==> config.mk <==
export PLATFORM = sky130hd
export DESIGN_NAME = event_time_priority_queue
export DESIGN_NICKNAME = d
export VERILOG_FILES = /design/src/etpq_pkg.sv /design/src/etpq_cell.sv /design/src/event_time_priority_queue.sv
export SDC_FILE = /design/constraint.sdc
export NUM_CORES = 2
export LEC_CHECK = 0
export ABC_AREA = 1
export BUFFER_PORTS_ARGS = -buffer_cell sky130_fd_sc_hd__buf_2
export CAP_MARGIN = 20
export CORE_MARGIN = 2
export CORE_UTILIZATION = 45
export DETAILED_ROUTE_END_ITERATION = 8
export GPL_ROUTABILITY_DRIVEN = 0
export PLACE_DENSITY = 0.62
export SLEW_MARGIN = 20
export SYNTH_ARGS = -nofsm -noshare
export SYNTH_HDL_FRONTEND = slang
export SYNTH_SLANG_ARGS = --single-unit
==> constraint.sdc <==
create_clock -name clk -period 4.1 [get_ports clk]
set_clock_uncertainty 0.1 [all_clocks]
set_input_delay 0.615 -clock clk [delete_from_list [all_inputs] [get_ports clk]]
set_output_delay 0.615 -clock clk [all_outputs]
set_load 0.05 [all_outputs]
==> src/etpq_pkg.sv <==
`timescale 1ns / 1ps
`default_nettype none

package etpq_pkg;

  localparam int QUEUE_DEPTH = 16;
  localparam int CNT_W = $clog2(QUEUE_DEPTH + 1);

  localparam logic [1:0] OP_INSERT = 2'd0;
  localparam logic [1:0] OP_REMOVE = 2'd1;
  localparam logic [1:0] OP_PEEK   = 2'd2;

  localparam logic [1:0] ST_OK    = 2'd0;
  localparam logic [1:0] ST_EMPTY = 2'd1;
  localparam logic [1:0] ST_FULL  = 2'd2;

  typedef struct packed {
    logic [15:0] time_key;
    logic        departure;
    logic [15:0] length;
  } entry_t;

  typedef struct packed {
    logic [1:0]  opcode;
    logic [15:0] event_time;
    logic        event_is_departure;
    logic [15:0] event_length;
  } req_t;

  typedef struct packed {
    logic [1:0]  status;
    logic        head_valid;
    logic [15:0] head_time;
    logic        head_is_departure;
    logic [15:0] head_length;
  } rsp_t;

  typedef struct packed {
    logic do_insert;
    logic do_remove;
  } cell_ctl_t;

endpackage

`default_nettype wire

==> src/etpq_cell.sv <==
`timescale 1ns / 1ps
`default_nettype none

module etpq_cell (
  input  logic               clk,
  input  etpq_pkg::cell_ctl_t ctl,
  input  logic               occupied,
  input  etpq_pkg::entry_t   new_entry,
  input  etpq_pkg::entry_t   prev_entry,
  input  logic               prev_ahead,
  input  etpq_pkg::entry_t   next_entry,
  output etpq_pkg::entry_t   entry,
  output logic               ahead
);
  import etpq_pkg::*;

  // existing entry stays ahead of the new event
  assign ahead = occupied &&
                 ((entry.time_key < new_entry.time_key) ||
                  ((entry.time_key == new_entry.time_key) &&
                   (entry.departure < new_entry.departure)));

  always_ff @(posedge clk) begin
    if (ctl.do_insert) begin
      if (!ahead) begin
        entry <= prev_ahead ? new_entry : prev_entry;
      end
    end else if (ctl.do_remove) begin
      entry <= next_entry;
    end
  end

endmodule

`default_nettype wire

==> src/event_time_priority_queue.sv <==
`timescale 1ns / 1ps
`default_nettype none

// Sorted event queue built as a row of QUEUE_DEPTH cells. On insert every
// cell compares its entry with the new event in parallel and either holds,
// takes the new event, or takes its left neighbor, so the row stays ordered
// by time, arrivals before departures, newest first among equals. Remove
// shifts the row left by one. A request's result appears the cycle after its
// acceptance, and a new request is taken every cycle unless that result
// is stalled. The head fields of the result are read straight from the
// first cell.
module event_time_priority_queue (
  input  logic             clk,
  input  logic             rst,
  input  logic             req_valid,
  output logic             req_stall,
  input  etpq_pkg::req_t   req,
  output logic             rsp_valid,
  input  logic             rsp_stall,
  output etpq_pkg::rsp_t   rsp
);
  import etpq_pkg::*;

  logic [CNT_W-1:0] count;
  logic [1:0]       status;
  logic             accept;
  logic             full;
  logic             empty;
  cell_ctl_t        ctl;
  entry_t           new_entry;
  entry_t           cell_q [QUEUE_DEPTH];
  logic             cell_ahead [QUEUE_DEPTH];
  logic [1:0]       status_next;
  logic [CNT_W-1:0] count_next;

  assign req_stall = rsp_valid && rsp_stall;
  assign accept    = req_valid && !req_stall;
  assign full      = (count == CNT_W'(QUEUE_DEPTH));
  assign empty     = (count == '0);

  assign new_entry.time_key  = req.event_time;
  assign new_entry.departure = req.event_is_departure;
  assign new_entry.length    = req.event_length;

  assign ctl.do_insert = accept && (req.opcode == OP_INSERT) && !full;
  assign ctl.do_remove = accept && (req.opcode == OP_REMOVE) && !empty;

  always_comb begin
    count_next  = count;
    status_next = empty ? ST_EMPTY : ST_OK;
    unique case (req.opcode)
      OP_INSERT: begin
        status_next = full ? ST_FULL : ST_OK;
        if (!full) begin
          count_next = count + CNT_W'(1);
        end
      end
      OP_REMOVE: begin
        if (!empty) begin
          count_next = count - CNT_W'(1);
        end
      end
      default: ;
    endcase
  end

  for (genvar i = 0; i < QUEUE_DEPTH; i++) begin : g_cell
    etpq_cell u_cell (
      .clk        (clk),
      .ctl        (ctl),
      .occupied   (CNT_W'(i) < count),
      .new_entry  (new_entry),
      .prev_entry ((i == 0) ? new_entry : cell_q[(i == 0) ? 0 : i - 1]),
      .prev_ahead ((i == 0) ? 1'b1 : cell_ahead[(i == 0) ? 0 : i - 1]),
      .next_entry ((i == QUEUE_DEPTH - 1) ? cell_q[i] :
                   cell_q[(i == QUEUE_DEPTH - 1) ? i : i + 1]),
      .entry      (cell_q[i]),
      .ahead      (cell_ahead[i])
    );
  end

  always_ff @(posedge clk) begin
    if (rst) begin
      count     <= '0;
      rsp_valid <= 1'b0;
      status    <= ST_OK;
    end else begin
      if (accept) begin
        count     <= count_next;
        status    <= status_next;
        rsp_valid <= 1'b1;
      end else if (!rsp_stall) begin
        rsp_valid <= 1'b0;
      end
    end
  end

  assign rsp.status            = status;
  assign rsp.head_valid        = !empty;
  assign rsp.head_time         = empty ? 16'd0 : cell_q[0].time_key;
  assign rsp.head_is_departure = empty ? 1'b0 : cell_q[0].departure;
  assign rsp.head_length       = empty ? 16'd0 : cell_q[0].length;

endmodule

`default_nettype wire

==> impl_metrics.py <==
metrics = {
    "cts": {
        "cts_root_buffer": "sky130_fd_sc_hd__clkbuf_16",
        "cts_repair_resize_count": 0,
        "tritoncts.num_buffers": 59,
        "post-cts-setup-buffers": 0,
        "ctsHoldBuffers": 0,
        "path_clk_slew_ns": 0.06,
        "cts_tree": "built",
        "worstSkewPairLatency_ns": 0.66,
        "cts_max_level": 2,
        "clock_path_buffers": 3,
        "tritoncts_num_sinks": 536,
    },
    "final_layout": {
        "finalNetCount": 5022,
        "layout.cells.most_common": "sky130_fd_sc_hd__nand2_1",
        "mostFrequentLayoutCells": "sky130_fd_sc_hd__nand2_1, sky130_fd_sc_hd__inv_1, sky130_fd_sc_hd__edfxtp_1",
        "relative_area_change_from_synthesis_to_final_layout_pct": 8.39,
        "layout-drive-gt1-share_pct": 6.33,
    },
    "route": {
        "drtAntennaViolNets": 0,
        "drt_pre_antenna_iters": 5,
        "vias": 27800,
        "drc": 0,
        "number_of_drc_markers_after_the_initial_detailed_route_iteration": 2081,
        "routed_wl_microns": 88600,
        "avgRoutedWirePerCell_microns": 15.2,
        "route.detailed.vias_per_inst": 4.79,
    },
    "global_routing": {
        "grt.overflow.total": 0,
        "antenna_found_initial": 2,
        "grt_resource_usage_total_pct": 21.9,
        "grt_max_degree": 189,
        "grt_pass1_wl_microns": 146000,
        "grt_pass1_vias": 27500,
    },
    "worst_setup_path": {
        "worstSetupStartpointType": "flop",
        "setup.worst_path.end_class": "flop",
        "ff2ff_setup_slack_ns": 0.80,
        "critical-path-max-stage-delay_ns": 0.53,
        "largest_fanout_on_the_critical_path": 28,
        "critical_path_required_ns": 4.29,
        "setup.worst_path.start": "count[1]$_SDFFE_PP0P_",
        "criticalPathCategory": "flop to flop",
        "critical_path.reg2reg.endpoint": "g_cell[13].u_cell.entry[11]$_DFFE_PP_",
        "crit_chain": "inv_1 -> ha_1 -> inv_1 -> nor3_2 -> nand2_1 -> nand2_8 -> inv_6 -> nand2_2 -> nand2_1 -> buf_4",
        "worst_ep_arrival_time_ns": 3.49,
        "timing.rr.start": "count[1]$_SDFFE_PP0P_",
        "worstRegToRegCells": 10,
        "critical-path-slowest-cell": "sky130_fd_sc_hd__inv_6",
    },
    "die": {
        "floorplan.core_area_sq_um": 77600,
        "dieArea_sq_um": 80900,
        "floorplan.die.width_microns": 284,
        "rows": 102,
        "die_h_microns": 284,
        "ioPinCount": 77,
        "initial_core_util_pct": 45.6,
    },
    "synthesis": {
        "yosysTopAreaCell": "sky130_fd_sc_hd__edfxtp_1",
        "synthesis.yosys.warnings": 0,
        "avgSynthCellArea_sq_um": 7.52,
        "synth.top_cells.by_area": "sky130_fd_sc_hd__edfxtp_1, sky130_fd_sc_hd__nand2_1, sky130_fd_sc_hd__ha_1",
        "synth.yosys.seq_area_share_pct": 45.3,
        "synthesis.area_sq_um": 35400,
        "synth.ff_latch_count": 536,
        "synth.lib_cells_used.distinct": 34,
        "synthDominantCellAreaShare_pct": 44.8,
        "synth_cells": 4703,
        "synth_nets": 5001,
    },
    "power": {
        "net-switching-power_w": 0.00409,
        "leakage_power_figure_nw": 22.4,
        "worst_ir_drop_vdd_mv": 0.308,
        "clock_power_share_pct": 36.4,
        "power_report.internal_total_w": 0.00998,
        "post_layout_power_w": 0.0141,
        "power.density_nw_per_um2": 367,
        "power_frac_seq_pct": 47.0,
        "p_sw_share_pct": 29.1,
        "pwr-share-comb_pct": 16.6,
    },
    "hold_path": {
        "hold_ep": "status[0]$_SDFFE_PP0P_",
        "min_path_type": "input port to flop",
        "min_from": "rst",
        "worst_hold_path.num_cells": 2,
    },
    "timing": {
        "worst-slew-pin-transition_ns": 0.985,
        "hold_viol_final": 0,
        "slew_headroom_pct": 33.7,
        "post-route-period-util_pct": 80.4,
        "period_minus_slack_ns": 3.30,
        "max_fclk_ghz": 0.303,
        "setup_viol_count_final": 0,
        "final.setup.tns_ns": 0,
        "rsz0062_at_grt": "no",
        "timing_max_transition_violations_final": 0,
    },
    "place": {
        "place.port_buffers": 76,
        "hpwlAfterDp_microns": 64800,
    },
    "flow_run": {
        "max_cap_violations": 0,
    },
    "outcome": {
        "run_status": "complete, no violations",
    },
}
## flip-flops by register name, indices dropped and copies added, names as in the netlist
register             cells
g_cell.u_cell.entry    528
count                    5
status                   2
rsp_valid                1
## cell usage after synthesis
cell,instances
sky130_fd_sc_hd__nand2_1,2659
sky130_fd_sc_hd__a31oi_1,1
sky130_fd_sc_hd__xor2_1,2
sky130_fd_sc_hd__clkbuf_1,67
sky130_fd_sc_hd__nand2_8,10
sky130_fd_sc_hd__ha_1,259
sky130_fd_sc_hd__a21oi_1,106
sky130_fd_sc_hd__nor2_4,2
sky130_fd_sc_hd__dfxtp_1,8
sky130_fd_sc_hd__nand4_1,32
sky130_fd_sc_hd__nand2_4,21
sky130_fd_sc_hd__nor4_1,1
sky130_fd_sc_hd__nor3_2,1
sky130_fd_sc_hd__buf_6,43
sky130_fd_sc_hd__and2_1,1
sky130_fd_sc_hd__inv_1,563
sky130_fd_sc_hd__edfxtp_1,528
sky130_fd_sc_hd__a21o_1,15
sky130_fd_sc_hd__buf_4,34
sky130_fd_sc_hd__buf_2,43
sky130_fd_sc_hd__nand2_2,28
sky130_fd_sc_hd__or2_0,1
sky130_fd_sc_hd__o31ai_4,1
sky130_fd_sc_hd__nor2_1,120
sky130_fd_sc_hd__a41oi_2,1
sky130_fd_sc_hd__inv_6,1
sky130_fd_sc_hd__nand3_1,50
sky130_fd_sc_hd__o211ai_1,1
sky130_fd_sc_hd__nor2_2,3
sky130_fd_sc_hd__o21ai_0,62
sky130_fd_sc_hd__inv_2,5
sky130_fd_sc_hd__buf_12,1
sky130_fd_sc_hd__o21ai_1,17
sky130_fd_sc_hd__nor3_1,16
## metrics by stage
stage                     hold slack, ns  instance area, sq um  std cells  setup slack, ns  utilization [%]
after floorplan                    0.394                 35400       4703            0.262                -
after global placement             0.349                 36500       5703            0.676             47.1
after detailed placement           0.352                 36500       5703            0.589             47.1
after CTS                         0.0573                 38300       5810            0.766             49.4
after global routing              0.0941                 38300       5811            0.523             49.4
final                             0.0847                 38300       5812            0.804             49.4
## worst max-delay path, delay by kind of cell, from the launching register on
family	cells	cell delay [ns]
buffers and inverters	4	1.19
and+or+nand+nor	5	0.89
DFF	1	0.41
adders and majority gates	1	0.23
## cell families after synthesis
family | synth area share (%)
and+or+nand+nor | 32.9
buffers and inverters | 9.52
DFF | 45.3
adders and majority gates | 9.16
AOI/OAI and AO/OA | 3.08
xor gates and xnor gates | 0.0495
## power groups by stage
stage | clock [W] | sequential, W | combinational [W]
6_report | 0.00513 | 0.00661 | 0.00233
3_3_place_gp | 0 | 0.00672 | 0.00229
2_1_floorplan | 0 | 0.00668 | 0.00174
3_5_place_dp | 0 | 0.00673 | 0.00234
4_1_cts | 0.00521 | 0.00661 | 0.00235
5_1_grt | 0.00542 | 0.00664 | 0.00269
## how the worst max path moves through the flow
| stage | slack [ns] | depth (start not counted) | end |
|---|---|---|---|
| 2_1_floorplan | 0.26 | 10 | g_cell[15].u_cell.entry[0]$_DFFE_PP_ |
| 3_3_place_gp | 0.68 | 15 | g_cell[6].u_cell.entry[7]$_DFFE_PP_ |
| 3_5_place_dp | 0.59 | 17 | g_cell[6].u_cell.entry[21]$_DFFE_PP_ |
| 4_1_cts | 0.77 | 10 | g_cell[13].u_cell.entry[11]$_DFFE_PP_ |
| 5_1_grt | 0.52 | 11 | g_cell[14].u_cell.entry[32]$_DFFE_PP_ |
| 6_report | 0.80 | 10 | g_cell[13].u_cell.entry[11]$_DFFE_PP_ |
## cell type report
class,count,area [sq um]
repair buffers,148,1070
inverters,569,2140
clock buffers,70,1520
diodes,2,5.00
fillers,7752,39300
clock inverters,37,274
multi-input cells,3410,16000
well taps,1040,1300
flip-flops and latches,536,16000
## per-layer routing
metal | GRT usage [%] | vias up | share of wire, %
met5 | 0 | - | 0.0079
met4 | 6.17 | 2 | 2.6
met3 | 2.68 | 127 | 5.1
met2 | 36.0 | 592 | 45
met1 | 30.5 | 12500 | 47
li1 | - | 14600 | -
No activity file was read; power rests on OpenSTA's default activity.
